===== config.mk =====
export PLATFORM = sky130hd
export DESIGN_NAME = psw_fifo
export DESIGN_NICKNAME = d
export VERILOG_FILES = /design/src/design/psw_pkg.sv /design/src/design/psw_fifo.sv
export SDC_FILE = /design/constraint.sdc
export NUM_CORES = 1
export LEC_CHECK = 0
export BUFFER_PORTS_ARGS = -buffer_cell sky130_fd_sc_hd__buf_2
export CORE_MARGIN = 2
export CORE_UTILIZATION = 45
export DETAILED_ROUTE_END_ITERATION = 7
export SETUP_SLACK_MARGIN = 0.02
export SLEW_MARGIN = 20
export SYNTH_ARGS = -nofsm -noshare
export SYNTH_HDL_FRONTEND = slang
export SYNTH_SLANG_ARGS = --single-unit
export TNS_END_PERCENT = 5

===== constraint.sdc =====
create_clock -name clk_i -period 14.6 [get_ports clk_i]
set_clock_uncertainty 0.1 [all_clocks]
set_input_delay 2.92 -clock clk_i [delete_from_list [all_inputs] [get_ports clk_i]]
set_output_delay 2.92 -clock clk_i [all_outputs]
set_load 0.05 [all_outputs]

===== src/design/psw_pkg.sv =====
`timescale 1ns / 1ps
// ----------------------------------------------------------------------------
// psw_pkg
// Shared types, constants and arithmetic step functions of the sphere wrap.
// ----------------------------------------------------------------------------
package psw_pkg;

  localparam int unsigned PADDR_W    = 3;
  localparam int unsigned PDATA_W    = 32;
  localparam int unsigned RADIUS_W   = 15;
  localparam logic [RADIUS_W-1:0] RADIUS_RST = 15'd256;
  localparam logic REG_RADIUS = 1'b0;   // register index as seen on paddr[2]

  localparam int unsigned FIFO_DEPTH = 4;
  localparam int unsigned SQ_N       = 17;  // root bits of a 34-bit square sum
  localparam int unsigned DV_N       = 16;  // quotient bits of the correction

  typedef struct packed {
    logic signed [2:0][16:0] d;
    logic [2:0][31:0]        prod;
    logic [33:0]             dist2;
    logic                    fold;
  } psw_work_t;

  typedef struct packed {
    psw_work_t   w;
    logic [19:0] rem;
    logic [16:0] root;
  } psw_sqrt_t;

  typedef struct packed {
    logic signed [2:0][16:0] d;
    logic                    fold;
    logic [16:0]             s;
    logic [2:0][32:0]        n;
    logic [2:0][16:0]        r;
    logic [2:0][15:0]        q;
  } psw_div_t;

  // One digit of the square root: two radicand bits in, one root bit out.
  function automatic psw_sqrt_t sqrt_step(psw_sqrt_t a, logic [1:0] pair);
    psw_sqrt_t   o;
    logic [19:0] rem;
    logic [19:0] trial;
    o     = a;
    rem   = {a.rem[17:0], pair};
    trial = {1'b0, a.root, 2'b01};
    if (rem >= trial) begin
      o.rem  = rem - trial;
      o.root = {a.root[15:0], 1'b1};
    end else begin
      o.rem  = rem;
      o.root = {a.root[15:0], 1'b0};
    end
    return o;
  endfunction

  // One restoring division step for all three coordinates.
  function automatic psw_div_t div_step(psw_div_t a, int unsigned k);
    psw_div_t    o;
    logic [17:0] t;
    o = a;
    for (int c = 0; c < 3; c++) begin
      t = {a.r[c], a.n[c][k]};
      if (t >= {1'b0, a.s}) begin
        o.r[c] = 17'(t - {1'b0, a.s});
        o.q[c] = {a.q[c][14:0], 1'b1};
      end else begin
        o.r[c] = t[16:0];
        o.q[c] = {a.q[c][14:0], 1'b0};
      end
    end
    return o;
  endfunction

  function automatic logic signed [15:0] sat16(logic signed [17:0] v);
    if (v > 18'sd32767) begin
      return 16'sh7fff;
    end else if (v < -18'sd32768) begin
      return 16'sh8000;
    end
    return v[15:0];
  endfunction

endpackage


===== src/design/psw_fifo.sv =====
`timescale 1ns / 1ps
// ----------------------------------------------------------------------------
// psw_fifo
// Short queue between the front and back halves.
// ----------------------------------------------------------------------------
module psw_fifo #(
  parameter int unsigned DEPTH = psw_pkg::FIFO_DEPTH
) (
  input  logic               clk_i,
  input  logic               rst_ni,
  input  logic               push_i,
  input  psw_pkg::psw_work_t data_i,
  output logic               full_o,
  input  logic               pop_i,
  output psw_pkg::psw_work_t data_o,
  output logic               empty_o
);
  import psw_pkg::*;

  localparam int unsigned PW = (DEPTH > 1) ? $clog2(DEPTH) : 1;
  localparam int unsigned CW = $clog2(DEPTH + 1);

  psw_work_t       mem_q [DEPTH];
  logic [PW-1:0]   wp_q, wp_d, rp_q, rp_d;
  logic [CW-1:0]   cnt_q, cnt_d;

  assign full_o  = (cnt_q == CW'(DEPTH));
  assign empty_o = (cnt_q == '0);
  assign data_o  = mem_q[rp_q];

  always_comb begin
    wp_d  = wp_q;
    rp_d  = rp_q;
    cnt_d = cnt_q;
    if (push_i) begin
      wp_d = (wp_q == PW'(DEPTH - 1)) ? '0 : PW'(wp_q + 1'b1);
    end
    if (pop_i) begin
      rp_d = (rp_q == PW'(DEPTH - 1)) ? '0 : PW'(rp_q + 1'b1);
    end
    if (push_i && !pop_i) begin
      cnt_d = CW'(cnt_q + 1'b1);
    end else if (pop_i && !push_i) begin
      cnt_d = CW'(cnt_q - 1'b1);
    end
  end

  always_ff @(posedge clk_i or negedge rst_ni) begin
    if (!rst_ni) begin
      wp_q  <= '0;
      rp_q  <= '0;
      cnt_q <= '0;
    end else begin
      wp_q  <= wp_d;
      rp_q  <= rp_d;
      cnt_q <= cnt_d;
    end
  end

  always_ff @(posedge clk_i) begin
    if (push_i) begin
      mem_q[wp_q] <= data_i;
    end
  end

endmodule


After elaboration in Yosys (flattened, before gate mapping)

Memory sizes are Yosys's and may differ from the RTL's.
Index checks and enable logic that the tools add are counted.

Register bits: 7
Bits in writable memories: 728
Bits of input ports: 186
Output and inout bits: 184
Logic and storage cells: 23
Memories kept: 1

Memories:

| memory | depth | width | read ports | clocked after memory_dff | write ports | line           | text |
|---|---|---|---|---|---|---|---|
| mem_q  | 4     | 182   | 1          | 0                        | 1           | psw_fifo.sv:23 | `psw_work_t mem_q [DEPTH];` |

$add $sub $neg: 4
Eq/ne operators: 3
Muxes and demuxes: 6
Reductions and logical operators: 6

Operators with widths:

| kind                                             | number |
|---|---|
| two-way mux 3 bit                                | 2 |
| adder 2 x 1 -> 2 bit, second input constant      | 2 |
| equality test 2 bit, second input constant       | 2 |
| two-way mux 2 bit                                | 2 |
| adder 3 x 1 -> 3 bit, second input constant      | 1 |
| equality test 3 bit, second input constant       | 1 |
| zero test 3 bit                                  | 1 |
| subtractor 3 x 1 -> 3 bit, second input constant | 1 |
| logical AND 1 bit                                | 2 |
| zero test 1 bit                                  | 2 |
| two-way mux 1 bit                                | 2 |
| nonzero test 2 bit                               | 1 |

Depth between registers and ports, before layout

Depth after elaboration: 4
Mapped depth: 7
Depth with buffers taken out: 7

Least setup slack after synthesis

Ideal clock, no wire load.

Path type: in2reg
Start: in push_i
End: mem mem_q[2][0] in the netlist's numbering, enable pin
Setup time: 0.564 ns
Data arrival time: 7.056 ns
Data required time: 13.936 ns
Slack: 6.880 ns
Stages: 1
Path buffers: 0
Cell sequence: and2_1

Cells in the longest elaborated chain, start to end: 2

RTL lines:

| element                                 | line           | text |
|---|---|---|
| start: declaration                      | psw_fifo.sv:11 | `input logic push_i,` |
| two-way mux 1 bit                       | psw_fifo.sv:61 | `if (push_i) begin` |
| two-way mux 1 bit (implied by the code) | psw_fifo.sv:62 | `mem_q[wp_q] <= data_i;` |
| end: declaration                        | psw_fifo.sv:23 |  |

Every way passes these cells.

==> reports/metrics.csv <==
stage,metric,value,unit
yosys,Mapped Cells,988,
yosys,mean instance size in the synthesized netlist,27.02,sq um
route,first-pass detailed-route iteration total,5,
floorplanning,total number of placement rows,89,
yosys,number of distinct library cell variants in the gate-level netlist after synthesis,20,
worst_setup_path,startpoint of the worst register-to-register path,wp_q[1],
worst_setup_path,cell count of the worst reg-to-reg path,5,
worst_setup_path,setup slack on the worst flop-to-flop path,11.26,ns
floorplanning,area of the core region,58800,sq um
worst_setup_path,worst path bufs/invs,3,
sta,number of hold violations in the final report,0,
worst_hold_path,Hold Path Cell Cnt,1,
sta,unrepaired setup endpoints after global routing,false,
yosys,cell area after synthesis,26700,sq um
sta,total of endpoints with negative setup slack in the final report,0,
worst_setup_path,crit-path cells,buf_12 > buf_4 > mux4_2 > buf_2,
power,P_leak,0.01084,uW
worst_setup_path,critical path's slowest cell,dfrtp_4,
sta,final worst-path setup slack,7.463,ns
worst_setup_path,required time at the worst-slack endpoint,11.58,ns
outcome,outcome,"finished, final reports clean",
placed_design,"Cell Area, Placed",29340,sq um
clock_network,Clock Tree Buf Depth,3,
route,violation count after the first detailed-routing iteration,660,
yosys,most frequently used flop master after synthesis,edfxtp_1,
sta,Setup TNS Final,0,ns
power,power per unit of standard cell area,234.8,nW/um^2
route,Routed wire per std cell,23.43,microns
clock_network,post-CTS repair timing setup buffer count,0,
floorplanning,Die ar.,61290,sq um
yosys,top-count cell post-synth,edfxtp_1,
cells_and_area,fraction of final layout cells sized beyond drive strength 1,0.4680,
yosys,Synth Register Bits,735,
yosys,largest area contributor in the synthesized netlist,edfxtp_1,
yosys,leading post-synthesis cells by cell area,"edfxtp_1 (82%), mux4_2 (15%), buf_6 (0.76%)",
power,worst vdd ir,0.0001877,V
worst_setup_path,top cell family by delay on the critical path,buffers and inverters,
sta,Slew Limit Headroom,0.3189,
yosys,share of flip-flops with an asynchronous set or reset after synthesis,0.009524,
route,"antenna viol nets, final",0,
grt,via count of the first global-routing pass,12500,
sta,actual transition at the worst max-transition pin,1.022,ns
worst_hold_path,Min-Delay Startpoint,cnt_q[2],
worst_setup_path,max incr delay on CP,1.02,ns
grt,gr ovfl total,0,
worst_setup_path,critical setup path kind,register to primary output,
yosys,part of the Yosys area used for sequential elements,0.8254,
floorplanning,horizontal die dimension,247.6,microns
grt,global routing usage summed across all routing layers,0.1718,
clock_network,clk slew on worst S/H paths,0.06,ns
worst_setup_path,critical path peak fanout,102,
placed_design,count of buffers from port buffering,369,
worst_setup_path,destination of the worst register-to-register timing path,mem_q[1][34],
sta,Tmin final,7.137,ns
worst_hold_path,Hold Crit Class,register to register,
placed_design,worst setup timing slack at the placement stage,7.876,ns
job,count of max-cap constraint violations,0,
yosys,Synth warnings,0,
floorplanning,initial standard-cell utilization of the core,0.4541,
worst_setup_path,Critical Path Sink Type,primary output,
clock_network,number of levels in the clock H-tree,3,
worst_setup_path,signal arrival time at the worst endpoint,4.12,ns
cells_and_area,Layout area overhead,19.67,%
clock_network,CTS root buffer,clkbuf_16,
floorplanning,die height,247.6,microns
cells_and_area,net total in the final layout,1601,
route,via count,11810,
route,drt via density,5.256,
grt,initial antenna violation count,18,
clock_network,post_cts resized,0,
yosys,top-area cell type share of the netlist area,0.8188,
grt,largest net degree at the start of global routing,140,
clock_network,clock sink count,735,
sta,maximum frequency from static timing analysis,140.1,MHz
placed_design,last weighted congestion value of the routability-driven placer,0.7040,
cells_and_area,"Design Area, Final",31950,sq um
clock_network,source-to-sink clock delay at the later pin of the worst-skew pair,0.60,ns
placed_design,Detail Placement HPWL,31.28,mm
yosys,most frequent cells after synthesis,"edfxtp_1 (728), mux4_2 (182), buf_2 (18), buf_6 (18), dfrtp_1 (7)",
yosys,net count after synthesis,1181,
sta,period utilisation layout,0.4888,
worst_setup_path,Critical Path Source Type,register,
clock_network,clock tree from TritonCTS,yes,
route,"wirelength, routed",52.66,mm
floorplanning,number of placed I/O pins,370,
worst_hold_path,hold-critical path endpoint,cnt_q[2],
sta,final number of max-transition violations,0,
sta,worst hold slack across all endpoints,0.3855,ns
clock_network,cts bufs inserted,75,
yosys,number of enable flip-flop cells after synthesis,728,
route,DRC violations left,0,
clock_network,CTS Hold Buffers Added,0,
grt,wire length of the first global-routing pass,77.58,mm
==> sequential cells by signal, indices dropped and copies added (netlist names) <==
signal / cells
mem_q: 728
rp_q: 2
cnt_q: 3
wp_q: 2
==> cell type report <==
| cell class | count | area, sq um |
|---|---|---|
| fill | 4461 | 26850 |
| sequential | 735 | 22040 |
| multi-input combinational | 208 | 4330 |
| clock buffer | 90 | 2018 |
| timing repair buffer | 384 | 1984 |
| tap | 773 | 967.2 |
| clock inverter | 49 | 581.8 |
| inverter | 4 | 15.01 |
| antenna | 4 | 10.01 |
==> cells in the final DEF (no fill, tap or decap), drive strengths merged <==
master and instances:
buf 384, clkinv 32, clkinvlp 4, and2 4, dfrtp 7, xnor2 1, inv 5, diode 4
o21ai 2, ha 6, clkbuf 90, mux2 3, fa 1, nor3 1, xor2 2, nor3b 1
nand2 2, mux4 182, nor2 3, bufinv 12, edfxtp 728
==> report_power, final <==
part           switching (uW)  internal (uW)  total (uW)
Clock                     778           1200        1980
Sequential                135           2700        2840
Combinational            1900            776        2680
==> logic make-up (layout without fill, tap and decap cells) <==
| kind of cell | Yosys count | count (layout) | synth area share |
|---|---|---|---|
| buffers and inverters | 45 | 527 | 0.01279 |
| other | 0 | 4 | 0 |
| DFF | 735 | 735 | 0.8254 |
| xor gates and xnor gates | 3 | 3 | 0.0009843 |
| AOI/OAI and AO/OA | 2 | 2 | 0.0003749 |
| muxes | 185 | 185 | 0.1548 |
| adders and majority gates | 7 | 7 | 0.003562 |
| and+or+nand+nor | 11 | 11 | 0.002109 |
==> metal layers <==
| layer | up-vias | global-route usage | wire length (microns) |
|---|---|---|---|
| met3 | 92 | 0.06650 | 4735 |
| met4 | 24 | 0.05195 | 980 |
| met1 | 6199 | 0.2218 | 21110 |
| met2 | 343 | 0.2719 | 25660 |
| met5 | - | 0 | 161 |
| li1 | 5152 | - | - |
==> per-stage QoR <==
stage / std cells / utilization / power [uW]
after CTS: 2243 / 0.5432 / 7620
after floorplan: 988 / - / 5058
after global placement: 2104 / 0.4990 / 5610
after detailed placement: 2104 / 0.4990 / 5625
after global routing: 2244 / 0.5433 / 7810
final: 2247 / 0.5434 / 7501
==> worst max path at each step <==
stage | slack [ns] | start | cells past startpoint | end
floorplan | 6.88 | push_i | 1 | mem_q[2][0]
global placement | 7.87 | rp_q[0] | 4 | data_o[85]
detailed placement | 7.88 | rp_q[0] | 4 | data_o[78]
CTS | 7.20 | rp_q[0] | 4 | data_o[78]
global route | 6.97 | rp_q[0] | 4 | data_o[92]
finish | 7.46 | rp_q[0] | 4 | data_o[59]
(Power assumes the default switching activity.)
