===== src/design/psw_pkg.sv =====
`timescale 1ns / 1ps
// ----------------------------------------------------------------------------
// psw_pkg
// Shared types, constants and arithmetic step functions of the sphere wrap.
// ----------------------------------------------------------------------------
package psw_pkg;

  localparam int unsigned PADDR_W    = 3;
  localparam int unsigned PDATA_W    = 32;
  localparam int unsigned RADIUS_W   = 15;
  localparam logic [RADIUS_W-1:0] RADIUS_RST = 15'd256;
  localparam logic REG_RADIUS = 1'b0;   // register index as seen on paddr[2]

  localparam int unsigned FIFO_DEPTH = 4;
  localparam int unsigned SQ_N       = 17;  // root bits of a 34-bit square sum
  localparam int unsigned DV_N       = 16;  // quotient bits of the correction

  typedef struct packed {
    logic signed [2:0][16:0] d;
    logic [2:0][31:0]        prod;
    logic [33:0]             dist2;
    logic                    fold;
  } psw_work_t;

  typedef struct packed {
    psw_work_t   w;
    logic [19:0] rem;
    logic [16:0] root;
  } psw_sqrt_t;

  typedef struct packed {
    logic signed [2:0][16:0] d;
    logic                    fold;
    logic [16:0]             s;
    logic [2:0][32:0]        n;
    logic [2:0][16:0]        r;
    logic [2:0][15:0]        q;
  } psw_div_t;

  // One digit of the square root: two radicand bits in, one root bit out.
  function automatic psw_sqrt_t sqrt_step(psw_sqrt_t a, logic [1:0] pair);
    psw_sqrt_t   o;
    logic [19:0] rem;
    logic [19:0] trial;
    o     = a;
    rem   = {a.rem[17:0], pair};
    trial = {1'b0, a.root, 2'b01};
    if (rem >= trial) begin
      o.rem  = rem - trial;
      o.root = {a.root[15:0], 1'b1};
    end else begin
      o.rem  = rem;
      o.root = {a.root[15:0], 1'b0};
    end
    return o;
  endfunction

  // One restoring division step for all three coordinates.
  function automatic psw_div_t div_step(psw_div_t a, int unsigned k);
    psw_div_t    o;
    logic [17:0] t;
    o = a;
    for (int c = 0; c < 3; c++) begin
      t = {a.r[c], a.n[c][k]};
      if (t >= {1'b0, a.s}) begin
        o.r[c] = 17'(t - {1'b0, a.s});
        o.q[c] = {a.q[c][14:0], 1'b1};
      end else begin
        o.r[c] = t[16:0];
        o.q[c] = {a.q[c][14:0], 1'b0};
      end
    end
    return o;
  endfunction

  function automatic logic signed [15:0] sat16(logic signed [17:0] v);
    if (v > 18'sd32767) begin
      return 16'sh7fff;
    end else if (v < -18'sd32768) begin
      return 16'sh8000;
    end
    return v[15:0];
  endfunction

endpackage


===== src/design/psw_cfg.sv =====
`timescale 1ns / 1ps
// ----------------------------------------------------------------------------
// psw_cfg
// APB register file holding the sphere radius.
// ----------------------------------------------------------------------------
module psw_cfg (
  input  logic                           clk_i,
  input  logic                           rst_ni,
  input  logic                           psel,
  input  logic                           penable,
  input  logic                           pwrite,
  input  logic [psw_pkg::PADDR_W-1:0]    paddr,
  input  logic [psw_pkg::PDATA_W-1:0]    pwdata,
  output logic [psw_pkg::PDATA_W-1:0]    prdata,
  output logic                           pready,
  output logic [psw_pkg::RADIUS_W-1:0]   radius_o
);
  import psw_pkg::*;

  logic [RADIUS_W-1:0] radius_q, radius_d;
  logic                wr_en;

  assign pready = 1'b1;
  assign wr_en  = psel && penable && pwrite && (paddr[2] == REG_RADIUS);

  always_comb begin
    radius_d = radius_q;
    if (wr_en) begin
      radius_d = pwdata[RADIUS_W-1:0];
    end
  end

  always_ff @(posedge clk_i or negedge rst_ni) begin
    if (!rst_ni) begin
      radius_q <= RADIUS_RST;
    end else begin
      radius_q <= radius_d;
    end
  end

  assign prdata   = (paddr[2] == REG_RADIUS) ?
                    {{(PDATA_W-RADIUS_W){1'b0}}, radius_q} : '0;
  assign radius_o = radius_q;

endmodule


===== config.mk =====
export PLATFORM = sky130hd
export DESIGN_NAME = psw_cfg
export DESIGN_NICKNAME = d
export VERILOG_FILES = /design/src/design/psw_pkg.sv /design/src/design/psw_cfg.sv
export SDC_FILE = /design/constraint.sdc
export NUM_CORES = 1
export LEC_CHECK = 0
export ABC_AREA = 1
export BUFFER_PORTS_ARGS = -buffer_cell sky130_fd_sc_hd__buf_2
export CORE_UTILIZATION = 32
export CTS_CLUSTER_DIAMETER = 30
export DETAILED_ROUTE_END_ITERATION = 7
export GPL_TIMING_DRIVEN = 0
export PLACE_DENSITY = 0.74
export SLEW_MARGIN = 20
export SYNTH_ARGS = -nofsm -noshare
export SYNTH_HDL_FRONTEND = slang
export SYNTH_SLANG_ARGS = --single-unit

===== constraint.sdc =====
create_clock -name clk_i -period 0.8 [get_ports clk_i]
set_input_delay 0.04 -clock clk_i [delete_from_list [all_inputs] [get_ports clk_i]]
set_output_delay 0.04 -clock clk_i [all_outputs]
set_load 0.005 [all_outputs]

# Word-level counts from Yosys, hierarchy flattened

Index checks and enable logic that the tools add are counted.

Muxes and demuxes: 1
Bitwise logic cells: 1
Reductions and logical operators: 3

Operators with widths:

| operator           | count |
|---|---|
| two-way mux 15 bit | 1 |
| logical AND 1 bit  | 3 |
| NOT 1 bit          | 1 |

Register bits after elaboration: 15
Bits of input ports: 40

# Longest topological paths before layout

Gate-level depths: netlist of the first run.

Word-level depth: 3
Mapped depth: 6
Mapped depth without buffers: 5

# Least setup slack after synthesis of the first run

OpenSTA, ideal clock, no wires.

Path kind: input to register
Start point: in paddr[2] (netlist bit)
End point: reg radius_q[0], in the netlist radius_o[0]
Setup time: 0.117 ns
Arrival time: 0.596 ns
Required time: 0.683 ns
Setup slack: 0.088 ns
Stages on the path: 6
Buffers on the path: 2
Cells stage by stage: buf_6 nor2_8 nand2_4 buf_6 nand2_1 nand2_1

Longest elaborated chain between the ends: 2

Ends and longest elaborated chain:

| what                 | RTL line      | source |
|---|---|---|
| from (decl)          | psw_cfg.sv:12 | `input logic [psw_pkg::PADDR_W-1:0] paddr,` |
| NOT 1 bit            | n/a           |  |
| logical AND 1 bit    | psw_cfg.sv:24 | `assign wr_en = psel && penable && pwrite && (paddr[2] == REG_RADIUS);` |
| to (signal assigned) | psw_cfg.sv:37 | `radius_q <= radius_d;` |
| to (decl)            | psw_cfg.sv:20 | `logic [RADIUS_W-1:0] radius_q, radius_d;` |

No other way between the ends.
A chain may end at the register's enable or synchronous reset.

# Final worst setup path of the first run

Start point: reg radius_q[8], in the netlist radius_o[8]
End point: out prdata[8] (netlist bit)

Longest elaborated chain between the ends: 1

Ends and longest elaborated chain:

| what               | RTL line      | source |
|---|---|---|
| two-way mux 15 bit | psw_cfg.sv:41 | `assign prdata = (paddr[2] == REG_RADIUS) ?` |
| to (decl)          | psw_cfg.sv:14 | `output logic [psw_pkg::PDATA_W-1:0] prdata,` |

No other way between the ends.

==> results of run 1 <==
worst max-delay path, delay by kind of cell, from the launching register on:
| kind | cells | cell delay [ns] |
|---|---|---|
| and+or+nand+nor | 1 | 0.07 |
| buffers and inverters | 2 | 0.15 |
| DFF | 1 | 0.55 |
final timing paths:
path,end,cells past startpoint
max,prdata[8],3
min,radius_o[10],4
max reg2reg,radius_o[7],4
min reg2reg,radius_o[12],2
max in group asynchronous,radius_o[8],2
min in group asynchronous,radius_o[3],2
routing by layer:
layer  vias up  routed length (µm)  global-route usage, %  share of wire, %
met4         0                  61                   7.50               2.7
met5         -                   0                      0                 0
li1        514                   -                      -                 -
met3         6                 101                   2.34               4.4
met1       411                 901                   16.4                39
met2        38                1220                   30.5                53
timing repair:
item,4_1_cts,5_1_grt
hold buffers,15,1
setup buffers,5,5
cloned,0,0
pin swaps,2,2
gates resized for setup,0,2
endpoints found under the setup margin,30,30
endpoints found under the hold margin,29,1
placed cells by master (no fill, tap or decap):
cell type,netlist,final
buf_2,2,51
buf_4,18,28
buf_6,3,3
clkbuf_4,0,3
clkinv_2,0,1
conb_1,2,18
dfrtp_1,14,14
dfstp_2,1,1
dlygate4sd3_1,0,16
inv_1,16,15
inv_2,1,2
nand2_1,31,31
nand2_4,1,1
nand3_1,15,15
nor2_1,15,14
nor2_2,0,1
nor2_8,1,1
power by group through the flow:
stage          registers (mW)  logic (mW)  clock network [mW]
2_1_floorplan            1.03       0.348                   0
3_3_place_gp             1.02       0.668                   0
3_5_place_dp             1.03       0.680                   0
4_1_cts                  1.01       0.809               0.462
5_1_grt                  1.03        1.00               0.513
6_report                 1.01       0.886               0.444
layout make-up:
class / count / area (µm²)
clock inverters: 1 / 5.00
flip-flops and latches: 15 / 377
multi-input cells: 81 / 349
fillers: 251 / 1050
plain buffers: 23 / 179
clock buffers: 3 / 22.5
well taps: 30 / 37.5
inverters: 17 / 63.8
repair buffers: 75 / 480
through the flow:
step / area, µm² / setup TNS (ns) / util, %
final: 1510 / -3.22 / 59.0
after global routing: 1510 / -5.34 / 59.0
after CTS: 1460 / -3.46 / 57.0
after detailed placement: 1250 / -0.0182 / 48.6
after global placement: 1250 / -0.000614 / 48.6
after floorplan: 966 / 0 / -
kinds of logic (layout without fill, tap and decap cells):
| family | after synthesis | count (layout) | share of synthesized area [%] |
|---|---|---|---|
| buffers and inverters | 40 | 119 | 26.8 |
| AND/OR/NAND/NOR | 63 | 63 | 30.8 |
| other | 2 | 18 | 0.829 |
| flip-flops | 15 | 15 | 41.6 |
==> run summary, run 1 <==
Top-count cell post-synth - nand2_1
Placed cells - 215
Hpwl dp - 1550 µm
Tcrit/Tclk final - 136%
Total CTS buffers - 3
Sequential share of power - 43.2%
Final Hold Vio Count - 0
Fmax - 921 MHz
FF+latch count, synth - 15
GR Overflow Total - 0
P&R area growth vs syn - 67.1%
DR vias - 969
Die ar. - 0.00305 mm²
Clock Pin Slew Worst Setup and Hold Paths - 0.10 ns
Vias per cell - 3.96
Crit path largest cell delay - 0.55 ns
Hold Crit Class - input port to register
Routability cong. - 0.765
WL/cell - 9.33 µm
Int Power - 1.60 mW
Crit start category - register
First-pass GRT wire length - 3800 µm
CP max stage cell - dfstp_2
EDFF count, synth - 0
Post-route ant nets - 0
Commonest cells in the synthesized netlist - 31 x nand2_1, 18 x buf_4, 16 x inv_1
Min-delay src - paddr[2]
Largest net degree at the start of global routing - 16
Non-Filler Instances - 245
PortBufs - 49
I/O Pins - 88
DRT iter0 DRCs - 28
Final hold slack - 0.0737 ns
Cell taking the most area after synthesis - dfrtp_1
Worst path cell trace - inv_1 > nor2_1 > buf_2
Post-synth top area share - 38.7%
RR Startpoint - radius_o[7]
Antenna violations before repair - 0
RSZ-0062 raised after global routing - yes
Final nets - 256
Share of layout cells above drive strength 1 - 42.8%
Req. time, crit path - 0.76 ns
# rows - 18
Net switching fraction of the power - 31.7%
Synth top area cells - dfrtp_1 39%, buf_4 15%, nand2_1 13%
Clock power frac - 19.0%
Arrival time at the worst endpoint - 1.05 ns
Peak supply drop - 0.00102 V
Cells after Synth - 120
Sequential area share after synthesis - 41.6%
CTS Buffer Depth - 2
Outcome - finished, violations left
Ant. Diodes - 0
Maxcap violations - 0
H-tree depth - 1
CTS root buf - clkbuf_4
Crit Path Class - register to primary output
Chip width - 55.2 µm
Syn Area/Cell - 7.55 µm²
Global Route Usage Sum - 15.8%
Sink Count - 15
First-pass DRT Iterations - 4
Failing checks - setup timing
CP startpoint - radius_o[8]
Syn Std Cell Area - 906 µm²
Die Ht - 55.2 µm
Netlist cell types - 13
Comb pwr share - 37.9%
Core Box Area - 0.00257 mm²
Clk_lat worst skew - 0.28 ns
Starting Density - 35.3%
Setup Skew - 0 ns
Worst Setup End Kind - primary output
Synth warn - 0
Power density cells - 1550 mW/mm²
Largest register FFs - 15
DRC - 0
Crit Path Max Fanout - 3
Leak Pwr - 0.965 nW
Worst slack at placement - -0.00727 ns
WL final - 2290 µm
Total power - 2.34 mW
CTS tree - done
P_sw - 0.741 mW
Flop2flop setup slack - -0.05 ns
Final setup vio count - 32
Post-synth ARST share - 100%
Setup ws final - -0.286 ns
Minimum clock period - 1.09 ns
Final Max Slew Viols - 0
Number of global-route vias before repair - 892
Top_reg_cell synth - dfrtp_1
(Power assumes the default switching activity.)
==> run 2, diff against run 1 <==
- CORE_UTILIZATION: 32 -> 36
- PLACE_DENSITY: 0.74 -> 0.79
- clock period: 0.8 -> 1 ns (I/O delays scaled with it)
==> run summary, run 2 (synthesized netlist as in run 1, its figures left out) <==
R2r endpoint - radius_o[8] (was radius_o[7])
Routability cong. - 0.690 (was 0.765)
Power density cells - 1280 mW/mm² (was 1550 mW/mm²)
Minimum clock period - 1.09 ns
Chip width - 52.2 µm (was 55.2 µm)
Req. time, crit path - 0.95 ns (was 0.76 ns)
Clock Pin Slew Worst Setup and Hold Paths - 0.11 ns (was 0.10 ns)
Final nets - 250 (was 256)
Setup Skew - 0 ns (unchanged)
Crit Path Class - register to primary output (unchanged)
CTS Buffer Depth - 2 (unchanged)
Failing checks - hold timing, setup timing (was setup timing)
H-tree depth - 1 (unchanged)
Vias per cell - 3.99 (was 3.96)
Worst slack at placement - 0.183 ns (was -0.00727 ns)
Post-route ant nets - 0 (unchanged)
WL final - 2220 µm (was 2290 µm)
Hold Crit Class - input port to register (unchanged)
CTS tree - done (unchanged)
# rows - 17 (was 18)
Clk_lat worst skew - 0.29 ns (was 0.28 ns)
Fmax - 921 MHz
P&R area growth vs syn - 62.0% (was 67.1%)
Crit start category - register (unchanged)
DR vias - 946 (was 969)
Maxcap violations - 0 (unchanged)
Sink Count - 15 (unchanged)
GR Overflow Total - 0 (unchanged)
Min-delay src - pwdata[6] (was paddr[2])
Ant. Diodes - 0 (unchanged)
Commonest non-fill, non-tap cells in the layout - 50 x buf_2, 31 x nand2_1, 25 x buf_4 (was 51 x buf_2, 31 x nand2_1, 28 x buf_4)
Leak Pwr - 0.935 nW (was 0.965 nW)
WL/cell - 9.37 µm (was 9.33 µm)
Die Ht - 52.2 µm (was 55.2 µm)
Core Box Area - 0.00230 mm² (was 0.00257 mm²)
Die ar. - 0.00272 mm² (was 0.00305 mm²)
Crit Path Max Fanout - 2 (was 3)
First-pass GRT wire length - 3320 µm (was 3800 µm)
Arrival time at the worst endpoint - 1.04 ns (was 1.05 ns)
Commonest non-fill, non-tap cell in the layout - buf_2 (unchanged)
Setup ws final - -0.0855 ns (was -0.286 ns)
Peak supply drop - 0.000777 V (was 0.00102 V)
Tcrit/Tclk final - 109%
Starting Density - 39.4% (was 35.3%)
Flop2flop setup slack - 0.19 ns (was -0.05 ns)
WHS Endpoint - radius_o[6] (was radius_o[10])
Final hold slack - -0.00667 ns (was 0.0737 ns)
Number of global-route vias before repair - 775 (was 892)
RSZ-0062 raised after global routing - yes (unchanged)
DRT iter0 DRCs - 7 (was 28)
Largest register FFs - 15 (unchanged)
Final Hold Vio Count - 3 (was 0)
I/O Pins - 88 (unchanged)
Largest net degree at the start of global routing - 16 (unchanged)
Final Max Slew Viols - 0 (unchanged)
Antenna violations before repair - 0 (unchanged)
Outcome - finished, violations left (unchanged)
Share of layout cells above drive strength 1 - 42.6% (was 42.8%)
RR Startpoint - radius_o[8] (was radius_o[7])
R2R cell count - 3 (was 4)
Global Route Usage Sum - 16.6% (was 15.8%)
Total Negative Setup Slacks - -0.196 ns (was -3.22 ns)
Worst hold path depth - 3 (was 4)
First-pass DRT Iterations - 4 (unchanged)
CTS root buf - clkbuf_4 (unchanged)
Total CTS buffers - 3 (unchanged)
Hpwl dp - 1540 µm (was 1550 µm)
Final setup vio count - 5 (was 32)
Worst Setup End Kind - primary output (unchanged)
DRC - 0 (unchanged)
PortBufs - 49 (unchanged)
[run 2: power breakdown]
group | total, mW | internal [mW] | switching [mW]
sequential | 0.813 | 0.726 | 0.0876
combinational | 0.681 | 0.381 | 0.299
clock | 0.379 | 0.152 | 0.227
total | 1.87 | 1.26 | 0.614
[run 2: cell type report]
class	count	area, µm²
well taps	28	35.0
clock buffers	3	22.5
repair buffers	69	434
fillers	206	830
plain buffers	23	179
clock inverters	1	7.51
inverters	17	63.8
multi-input cells	81	349
flip-flops and latches	15	377
[run 2: critical path: stages (launching register included)]
cell	delay, ns
dfstp_2	0.55
inv_2	0.03
nor2_2	0.06
buf_2	0.11
[run 2: what timing repair did]
| action | 4_1_cts | 5_1_grt |
|---|---|---|
| pin swaps | 1 | 5 |
| gates cloned | 0 | 0 |
| resized for setup | 1 | 2 |
| buffers inserted | 1 | 6 |
| hold buffers | 13 | 0 |
| endpoints found under the hold margin | 27 | 0 |
| setup endpoints to repair | 1 | 14 |
[run 2: how the worst max path moves through the flow]
| stage | startpoint | to | slack (ns) | cells past startpoint |
|---|---|---|---|---|
| finish | radius_o[8] | prdata[8] | -0.09 | 3 |
| global route | radius_o[8] | prdata[8] | -0.14 | 3 |
| CTS | radius_o[8] | prdata[8] | -0.11 | 3 |
| detailed placement | psel | radius_o[3] | 0.18 | 7 |
| global placement | psel | radius_o[0] | 0.20 | 7 |
| floorplan | paddr[2] | radius_o[0] | 0.28 | 6 |
[run 2: metrics by stage]
stage,utilization (%),instances,cell area [µm²],power [mW]
final,63.9,237,1470,1.87
after global routing,63.9,237,1470,2.01
after CTS,61.8,231,1420,1.79
after detailed placement,54.2,213,1250,1.37
after global placement,54.2,213,1250,1.35
after floorplan,-,136,966,1.10
[run 2: metal layers]
metal  track usage (%)  wire [µm]
met5                 0          0
met4              6.58         21
met3             0.877        153
met2              31.0       1230
met1              19.4        820
