## src/design/psw_pkg.sv

```systemverilog
`timescale 1ns / 1ps
// ----------------------------------------------------------------------------
// psw_pkg
// Shared types, constants and arithmetic step functions of the sphere wrap.
// ----------------------------------------------------------------------------
package psw_pkg;

  localparam int unsigned PADDR_W    = 3;
  localparam int unsigned PDATA_W    = 32;
  localparam int unsigned RADIUS_W   = 15;
  localparam logic [RADIUS_W-1:0] RADIUS_RST = 15'd256;
  localparam logic REG_RADIUS = 1'b0;   // register index as seen on paddr[2]

  localparam int unsigned FIFO_DEPTH = 4;
  localparam int unsigned SQ_N       = 17;  // root bits of a 34-bit square sum
  localparam int unsigned DV_N       = 16;  // quotient bits of the correction

  typedef struct packed {
    logic signed [2:0][16:0] d;
    logic [2:0][31:0]        prod;
    logic [33:0]             dist2;
    logic                    fold;
  } psw_work_t;

  typedef struct packed {
    psw_work_t   w;
    logic [19:0] rem;
    logic [16:0] root;
  } psw_sqrt_t;

  typedef struct packed {
    logic signed [2:0][16:0] d;
    logic                    fold;
    logic [16:0]             s;
    logic [2:0][32:0]        n;
    logic [2:0][16:0]        r;
    logic [2:0][15:0]        q;
  } psw_div_t;

  // One digit of the square root: two radicand bits in, one root bit out.
  function automatic psw_sqrt_t sqrt_step(psw_sqrt_t a, logic [1:0] pair);
    psw_sqrt_t   o;
    logic [19:0] rem;
    logic [19:0] trial;
    o     = a;
    rem   = {a.rem[17:0], pair};
    trial = {1'b0, a.root, 2'b01};
    if (rem >= trial) begin
      o.rem  = rem - trial;
      o.root = {a.root[15:0], 1'b1};
    end else begin
      o.rem  = rem;
      o.root = {a.root[15:0], 1'b0};
    end
    return o;
  endfunction

  // One restoring division step for all three coordinates.
  function automatic psw_div_t div_step(psw_div_t a, int unsigned k);
    psw_div_t    o;
    logic [17:0] t;
    o = a;
    for (int c = 0; c < 3; c++) begin
      t = {a.r[c], a.n[c][k]};
      if (t >= {1'b0, a.s}) begin
        o.r[c] = 17'(t - {1'b0, a.s});
        o.q[c] = {a.q[c][14:0], 1'b1};
      end else begin
        o.r[c] = t[16:0];
        o.q[c] = {a.q[c][14:0], 1'b0};
      end
    end
    return o;
  endfunction

  function automatic logic signed [15:0] sat16(logic signed [17:0] v);
    if (v > 18'sd32767) begin
      return 16'sh7fff;
    end else if (v < -18'sd32768) begin
      return 16'sh8000;
    end
    return v[15:0];
  endfunction

endpackage

```

## src/design/psw_if.sv

```systemverilog
`timescale 1ns / 1ps
// ----------------------------------------------------------------------------
// psw_in_if / psw_out_if
// Valid/ready channels carrying one particle request and one result.
// ----------------------------------------------------------------------------
interface psw_in_if;
  logic               valid;
  logic               ready;
  logic signed [15:0] pos_x;
  logic signed [15:0] pos_y;
  logic signed [15:0] pos_z;
  logic signed [15:0] shift_x;
  logic signed [15:0] shift_y;
  logic signed [15:0] shift_z;
  modport source(output valid, pos_x, pos_y, pos_z, shift_x, shift_y, shift_z,
                 input ready);
  modport sink(input valid, pos_x, pos_y, pos_z, shift_x, shift_y, shift_z,
               output ready);
endinterface


```

## src/design/psw_front.sv

```systemverilog
`timescale 1ns / 1ps
// ----------------------------------------------------------------------------
// psw_front
// Takes requests, forms the offset position and decides whether to fold.
// ----------------------------------------------------------------------------
module psw_front (
  input  logic                         clk_i,
  input  logic                         rst_ni,
  psw_in_if.sink                       in_if,
  input  logic [psw_pkg::RADIUS_W-1:0] radius_i,
  input  logic                         q_full_i,
  output logic                         q_push_o,
  output psw_pkg::psw_work_t           q_data_o
);
  import psw_pkg::*;

  logic                    v1_q, v2_q, v3_q;
  logic                    fen;
  logic signed [2:0][16:0] d1_q, d2_q;
  logic [2:0][15:0]        m1_q;
  logic [2:0][31:0]        sq2_q, prod2_q;
  logic [29:0]             rad2_q;
  psw_work_t               w3_q;
  logic signed [2:0][16:0] d_c;
  logic [2:0][15:0]        m_c;
  logic [33:0]             sum_c;

  assign fen         = !v3_q || !q_full_i;
  assign in_if.ready = fen;
  assign q_push_o    = v3_q && !q_full_i;
  assign q_data_o    = w3_q;

  always_comb begin
    d_c[0] = 17'(signed'(in_if.pos_x)) - 17'(signed'(in_if.shift_x));
    d_c[1] = 17'(signed'(in_if.pos_y)) - 17'(signed'(in_if.shift_y));
    d_c[2] = 17'(signed'(in_if.pos_z)) - 17'(signed'(in_if.shift_z));
    for (int c = 0; c < 3; c++) begin
      m_c[c] = d_c[c][16] ? 16'(-d_c[c]) : d_c[c][15:0];
    end
    sum_c = 34'(sq2_q[0]) + 34'(sq2_q[1]) + 34'(sq2_q[2]);
  end

  always_ff @(posedge clk_i or negedge rst_ni) begin
    if (!rst_ni) begin
      v1_q <= 1'b0;
      v2_q <= 1'b0;
      v3_q <= 1'b0;
    end else if (fen) begin
      v1_q <= in_if.valid;
      v2_q <= v1_q;
      v3_q <= v2_q;
    end
  end

  always_ff @(posedge clk_i) begin
    if (fen) begin
      d1_q   <= d_c;
      m1_q   <= m_c;
      d2_q   <= d1_q;
      rad2_q <= 30'(radius_i) * 30'(radius_i);
      for (int c = 0; c < 3; c++) begin
        sq2_q[c]   <= 32'(m1_q[c]) * 32'(m1_q[c]);
        prod2_q[c] <= 32'({radius_i, 1'b0}) * 32'(m1_q[c]);
      end
      w3_q.d     <= d2_q;
      w3_q.prod  <= prod2_q;
      w3_q.dist2 <= sum_c;
      w3_q.fold  <= sum_c > 34'(rad2_q);
    end
  end

endmodule

```

## src/flat_wrapper.sv

```systemverilog
// flat-port wrapper written by rule: the top's interface ports become plain ports
module psw_front_flat import psw_pkg::*;
  (clk_i, rst_ni, radius_i, q_full_i, q_push_o, q_data_o, in_if_valid, in_if_pos_x, in_if_pos_y, in_if_pos_z, in_if_shift_x, in_if_shift_y, in_if_shift_z, in_if_ready);
  psw_in_if in_if_i ();
  input  logic clk_i;
  input  logic rst_ni;
  input  logic [psw_pkg::RADIUS_W-1:0] radius_i;
  input  logic q_full_i;
  output logic q_push_o;
  output psw_pkg::psw_work_t q_data_o;
  input wire logic [$bits(in_if_i.valid)-1:0] in_if_valid;
  input wire logic [$bits(in_if_i.pos_x)-1:0] in_if_pos_x;
  input wire logic [$bits(in_if_i.pos_y)-1:0] in_if_pos_y;
  input wire logic [$bits(in_if_i.pos_z)-1:0] in_if_pos_z;
  input wire logic [$bits(in_if_i.shift_x)-1:0] in_if_shift_x;
  input wire logic [$bits(in_if_i.shift_y)-1:0] in_if_shift_y;
  input wire logic [$bits(in_if_i.shift_z)-1:0] in_if_shift_z;
  output wire logic [$bits(in_if_i.ready)-1:0] in_if_ready;
  assign in_if_i.valid = in_if_valid;
  assign in_if_i.pos_x = in_if_pos_x;
  assign in_if_i.pos_y = in_if_pos_y;
  assign in_if_i.pos_z = in_if_pos_z;
  assign in_if_i.shift_x = in_if_shift_x;
  assign in_if_i.shift_y = in_if_shift_y;
  assign in_if_i.shift_z = in_if_shift_z;
  assign in_if_ready = in_if_i.ready;
  psw_front u_core (.clk_i(clk_i), .rst_ni(rst_ni), .in_if(in_if_i), .radius_i(radius_i), .q_full_i(q_full_i), .q_push_o(q_push_o), .q_data_o(q_data_o));
endmodule
```

## config.mk

```make
export PLATFORM = sky130hd
export DESIGN_NAME = psw_front_flat
export DESIGN_NICKNAME = d
export VERILOG_FILES = /design/src/design/psw_pkg.sv /design/src/design/psw_if.sv /design/src/design/psw_front.sv /design/src/flat_wrapper.sv
export SDC_FILE = /design/constraint.sdc
export NUM_CORES = 2
export LEC_CHECK = 0
export BUFFER_PORTS_ARGS = -buffer_cell sky130_fd_sc_hd__buf_2
export CAP_MARGIN = 10
export CORE_AREA = 2 2 338 340
export DETAILED_ROUTE_END_ITERATION = 16
export DIE_AREA = 0 0 340 342
export PLACE_DENSITY = 0.83
export SYNTH_ARGS = -nofsm -noshare
export SYNTH_HDL_FRONTEND = slang
export SYNTH_SLANG_ARGS = --single-unit
```

## constraint.sdc

```tcl
create_clock -name clk_i -period 14.6 [get_ports clk_i]
set_input_delay 0.73 -clock clk_i [delete_from_list [all_inputs] [get_ports clk_i]]
set_output_delay 0.73 -clock clk_i [all_outputs]
set_load 0.01 [all_outputs]
```

-- Word-level counts from Yosys, hierarchy flattened
Index checks and enable logic that the tools add are counted.
- register bits after elaboration: 551
- input port bits: 115
- output and inout port bits: 184
- add/subtract/negate cells: 8
- multipliers: 7
- $lt $le $gt $ge: 1
- mux-type cells: 3
- reduce and logical (&&, ||, !) cells: 4
- operator list (cell ; count):
    multiplier 16 x 16 -> 32 bit ; 3
    multiplier 15 x 16 -> 31 bit ; 3
    subtractor 16 x 16 -> 17 bit ; 3
    two-way mux 16 bit ; 3
    negation 16 bit ; 3
    adder 34 x 32 -> 34 bit ; 1
    > comparator 34 x 30 -> 1 bit ; 1
    adder 32 x 32 -> 33 bit ; 1
    multiplier 15 x 15 -> 30 bit ; 1
    zero test 1 bit ; 2
    logical AND 1 bit ; 1
    logical OR 1 bit ; 1

-- Depth between registers and ports, before layout
- word-level depth: 3
- mapped depth: 27
- mapped depth without buffers: 27

-- Worst setup path after synthesis
No wires, ideal clock.
- path type: input to register
- start point: input q_full_i
- end point: register u_core.v1_q
- library setup time: 128 ps
- data arrival time: 13718 ps
- path slack: 754 ps
- stages on the path: 2
- buffers on the path: 0
- path through: nand2_1 mux2_2
- longest elaborated chain between the ends: 2
- RTL lines (what ; RTL line ; source):
    start: declaration ; flat_wrapper.sv:8 ; input logic q_full_i;
    zero test 1 bit ; psw_front.sv:28 ; assign fen = !v3_q || !q_full_i;
    logical OR 1 bit ; psw_front.sv:28 ;
    end signal: assignment ; psw_front.sv:49 ; v1_q <= in_if.valid;
    end: declaration ; psw_front.sv:17 ; logic v1_q, v2_q, v3_q;
No other way between the ends.
A chain may end at the register's enable or synchronous reset.

-- Worst setup path in the final report
- start point: register u_core.m1_q[3] (netlist bit)
- end point: register u_core.sq2_q[26] (netlist bit) (data pin)
- longest elaborated chain between the ends: 1
- RTL lines (what ; RTL line ; source):
    start: declaration ; psw_front.sv:20 ; logic [2:0][15:0] m1_q;
    start signal: assignment ; psw_front.sv:58 ; m1_q <= m_c;
    multiplier 16 x 16 -> 32 bit ; psw_front.sv:62 ; sq2_q[c] <= 32'(m1_q[c]) * 32'(m1_q[c]);
    end signal: indexed assignment ; psw_front.sv:62 ;
    end: declaration ; psw_front.sv:21 ; logic [2:0][31:0] sq2_q, prod2_q;
No other way between the ends.

==> flow_summary.toml <==
[final_layout]
finish.net_count = 9485
highest_count_cells_in_the_layout_ignoring_fill_and_taps = "sky130_fd_sc_hd__inv_1, sky130_fd_sc_hd__fa_1, sky130_fd_sc_hd__ha_1"
areaGrowthSynthToFinish_pct = 6.935
finish.cell_count_without_fillers = 8940
final_common_cell = "sky130_fd_sc_hd__inv_1"
post_route_cells_drive_above_1_share = 0.06812
antenna_cells_inserted = 0
n_fill_cell = 8003

[floorplanning]
num_rows = 124
die_w_um = 340
floorplan.core_area_um2 = 113100
design.portCount = 299
initial_core_util = 0.6438
die-area_um2 = 116300
die-height_um = 342

[synth]
netlist-cell-type-count = 74
netlist_area_before_placement_um2 = 72820
synth_simple_gate_area_frac = 0.1185
synth_seq_area_share = 0.2229
async_set_or_reset_flop_fraction_in_the_synthesized_netlist = 0.005545
number_of_flops_mapped_to_enable_cells_by_yosys = 538
synth-compound-area-share = 0.06194
synth-xor-area-share = 0.03981
synthesis.area_per_instance_um2 = 10.13
yosys_warnings = 0
yosys_register_bits = 541
synthAdderAreaFrac = 0.4630
netlist_instances = 7185
mux_contribution_to_synthesized_area = 0.001065
synth_top_family_by_area = "adder cells"
synth_ff_type = "sky130_fd_sc_hd__edfxtp_1"

[worst_setup_path]
top_cell_by_count_worst_path = "sky130_fd_sc_hd__fa_1"
path_cells = "nand2_1 > fa_1 > inv_1 > fa_1 > inv_1 > fa_1 > fa_1 > fa_1 > fa_1 > inv_1 > ha_1 > a21o_1 > a21o_1 > a21oi_1 > nor2b_1 > a211o_1 > o41ai_1 > o21bai_1 > o21a_1 > nor2_1 > xnor2_1"
timing.critical_path.fanout_max = 26
critPathArrivalTime_ns = 8.18
startpoint_type = "flip-flop"
rr_worst_depth = 21
timing.critical_path.required_ns = 15.01
slowest_delay_ns = 1.11
critical_path_class = "flip-flop to flip-flop"
crit_path_end_kind = "flip-flop"
critical_path.slowest_cell = "sky130_fd_sc_hd__edfxtp_1"

[route]
drt_first_iter_violations = 3952
drt-wirelength-per-cell_um = 18.96
drt-vias-per-instance = 5.696
drc_errors = 0
first_pass_iters = 6
wirelength_um = 169500
count_of_nets_left_with_antenna_violations_after_detail_routing = 0
num_vias = 50920

[timing]
slew_limit_headroom = 0.2088
post-route-min-period_ns = 7.772
rsz0062_at_grt = "false"
report.final.setup_viol = 0
min_period_over_period = 0.5323
max_freq_mhz = 128.7
report.final.slew_viol_count = 0
final.setup.tns_ns = 0
fin_skew_ns = 0.03088
timing.final.hold_violations = 0
holdWs_ns = 0.2928
tightest_slew_ns = 1.186

[cts]
tritoncts = "yes"
clock_sinks = 541
clock-root-buffer = "sky130_fd_sc_hd__clkbuf_16"
cts_buffer_depth = 3
clk_transition_reported_paths_ns = 0.08
cts_inserted_buffers = 58
ctsHtreeMaxLevel = 2
insertion_delay_ns = 0.69

[placement]
placed_cells_incl_taps = 8830
gp_congestion = 0.9357
dpl.hpwl_um = 131000
port-buffer-count = 295

[global_route]
pin_count_of_the_biggest_net_entering_global_routing = 105
grt_pass1_vias = 54670
first_pass_grt_wire_length_um = 279100
grt_antenna_before_repair = 7
gr-usage-all-layers = 0.3033
grt_remaining_overflow = 0

[worst_hold_path]
worst_hold_path_type = "primary input to flip-flop"
worstHoldPathCells = 2

[status]
outcome = "finished clean"

[job]
cap_viol_max_count = 0
-- cells in the mapped netlist, types with 4 or more instances --
cell type                   count  area [um^2]
sky130_fd_sc_hd__inv_1       1546         5803
sky130_fd_sc_hd__fa_1        1173        23480
sky130_fd_sc_hd__ha_1         818        10230
sky130_fd_sc_hd__nand2_1      734         2755
sky130_fd_sc_hd__edfxtp_1     538        16160
sky130_fd_sc_hd__and2_1       426         2665
sky130_fd_sc_hd__nor2_1       344         1291
sky130_fd_sc_hd__xnor2_1      246         2155
sky130_fd_sc_hd__clkbuf_1     228        855.8
sky130_fd_sc_hd__a21oi_1      218         1091
sky130_fd_sc_hd__a21o_1       119        893.4
sky130_fd_sc_hd__o21ai_0      114        570.6
sky130_fd_sc_hd__xor2_1        85        744.5
sky130_fd_sc_hd__nor3_1        61        305.3
sky130_fd_sc_hd__nand3_1       49        245.2
sky130_fd_sc_hd__o21a_1        47        352.8
sky130_fd_sc_hd__nor2b_1       44        275.3
sky130_fd_sc_hd__o21bai_1      35        262.8
sky130_fd_sc_hd__nand2b_1      34        212.7
sky130_fd_sc_hd__and3_1        32        200.2
sky130_fd_sc_hd__a211oi_1      26        195.2
sky130_fd_sc_hd__nand4_1       24        150.1
sky130_fd_sc_hd__or3_1         22        137.6
sky130_fd_sc_hd__a31oi_1       19        118.9
sky130_fd_sc_hd__o31ai_1       18        135.1
sky130_fd_sc_hd__or2_2         16        100.1
sky130_fd_sc_hd__clkinv_1      14        52.55
sky130_fd_sc_hd__a21boi_0      12        90.09
sky130_fd_sc_hd__nor4_1        12        75.07
sky130_fd_sc_hd__o211ai_1      10        75.07
sky130_fd_sc_hd__a2111oi_0      8        70.07
sky130_fd_sc_hd__a31o_2         8        70.07
sky130_fd_sc_hd__o41ai_1        8        70.07
sky130_fd_sc_hd__a211o_1        7        61.31
sky130_fd_sc_hd__o31a_1         7        61.31
sky130_fd_sc_hd__mux2_2         6        67.56
sky130_fd_sc_hd__and4_1         5        43.79
sky130_fd_sc_hd__a221o_1        4        40.04
sky130_fd_sc_hd__nand3b_1       4        30.03
sky130_fd_sc_hd__o311ai_0       4        35.03
sky130_fd_sc_hd__or4_1          4        30.03
-- repair_timing --
item	in CTS	in global routing
setup buffers	0	0
hold buffers	1	0
hold endpoints to repair	3	0
resized for setup	0	0
-- kinds of logic (layout without fill, tap and decap cells) --
family | Yosys count | after routing
mux | 7 | 7
compound gates | 696 | 696
xor+xnor | 331 | 331
other cells | 1 | 3
flops | 541 | 541
buf+inv | 1795 | 2036
simple gates | 1823 | 1823
fa+ha+maj | 1991 | 1991
-- final cells by class --
cell class | instances | area, um^2 | share of cell area
timing repair buffer | 366 | 2024 | 0.02600
sequential | 541 | 16230 | 0.2084
clock inverter | 47 | 541.8 | 0.006958
tap | 1512 | 1892 | 0.02430
inverter | 1561 | 5859 | 0.07525
clock buffer | 62 | 1466 | 0.01883
multi-input combinational | 4851 | 49850 | 0.6402
-- state kept, by name (all words and copies together), names as in the netlist, 29 cells and up --
name,cells
u_core.rad2_q,29
u_core.prod2_q,93
u_core.m1_q,46
u_core.sq2_q,93
u_core.d2_q,48
u_core.q_data_o,179
u_core.d1_q,50
-- layer usage --
| layer | vias to the layer above | share of wire | GRT usage |
|---|---|---|---|
| met5 | - | 0.00023 | 0 |
| met3 | 535 | 0.085 | 0.05498 |
| met4 | 6 | 0.047 | 0.1252 |
| li1 | 22880 | - | - |
| met1 | 25300 | 0.38 | 0.3873 |
| met2 | 2200 | 0.49 | 0.5132 |
-- worst max-delay path: cells and delay by family, from the launching register on --
kind / cells / cell delay, ns
fa+ha+maj: 7 / 3.41
compound gates: 7 / 2.07
flops: 1 / 1.11
simple gates: 3 / 0.46
xor+xnor: 1 / 0.29
buf+inv: 3 / 0.16
-- path summary, 6_finish.rpt --
kind,from,end,slack [ns]
setup / recovery,u_core.m1_q[3],u_core.sq2_q[26],6.83
hold / removal,in_if_valid,u_core.v1_q,0.29
setup reg to reg,u_core.m1_q[3],u_core.sq2_q[26],6.83
hold reg to reg,u_core.prod2_q[66],u_core.q_data_o[101],0.41
max in group asynchronous,rst_ni,u_core.v1_q,14.11
min in group asynchronous,rst_ni,u_core.v3_q,0.38
-- through the flow --
step,area (um^2),setup slack (ns),utilization
2_1_floorplan,72820,0.7541,-
3_3_place_gp,75850,6.772,0.6706
3_5_place_dp,75850,6.526,0.6706
4_1_cts,77870,6.956,0.6885
5_1_grt,77870,6.594,0.6885
6_report,77870,6.828,0.6885
Power is not shown: default switching activity piles up to over one toggle a cycle in this logic, so the estimate is an artifact.
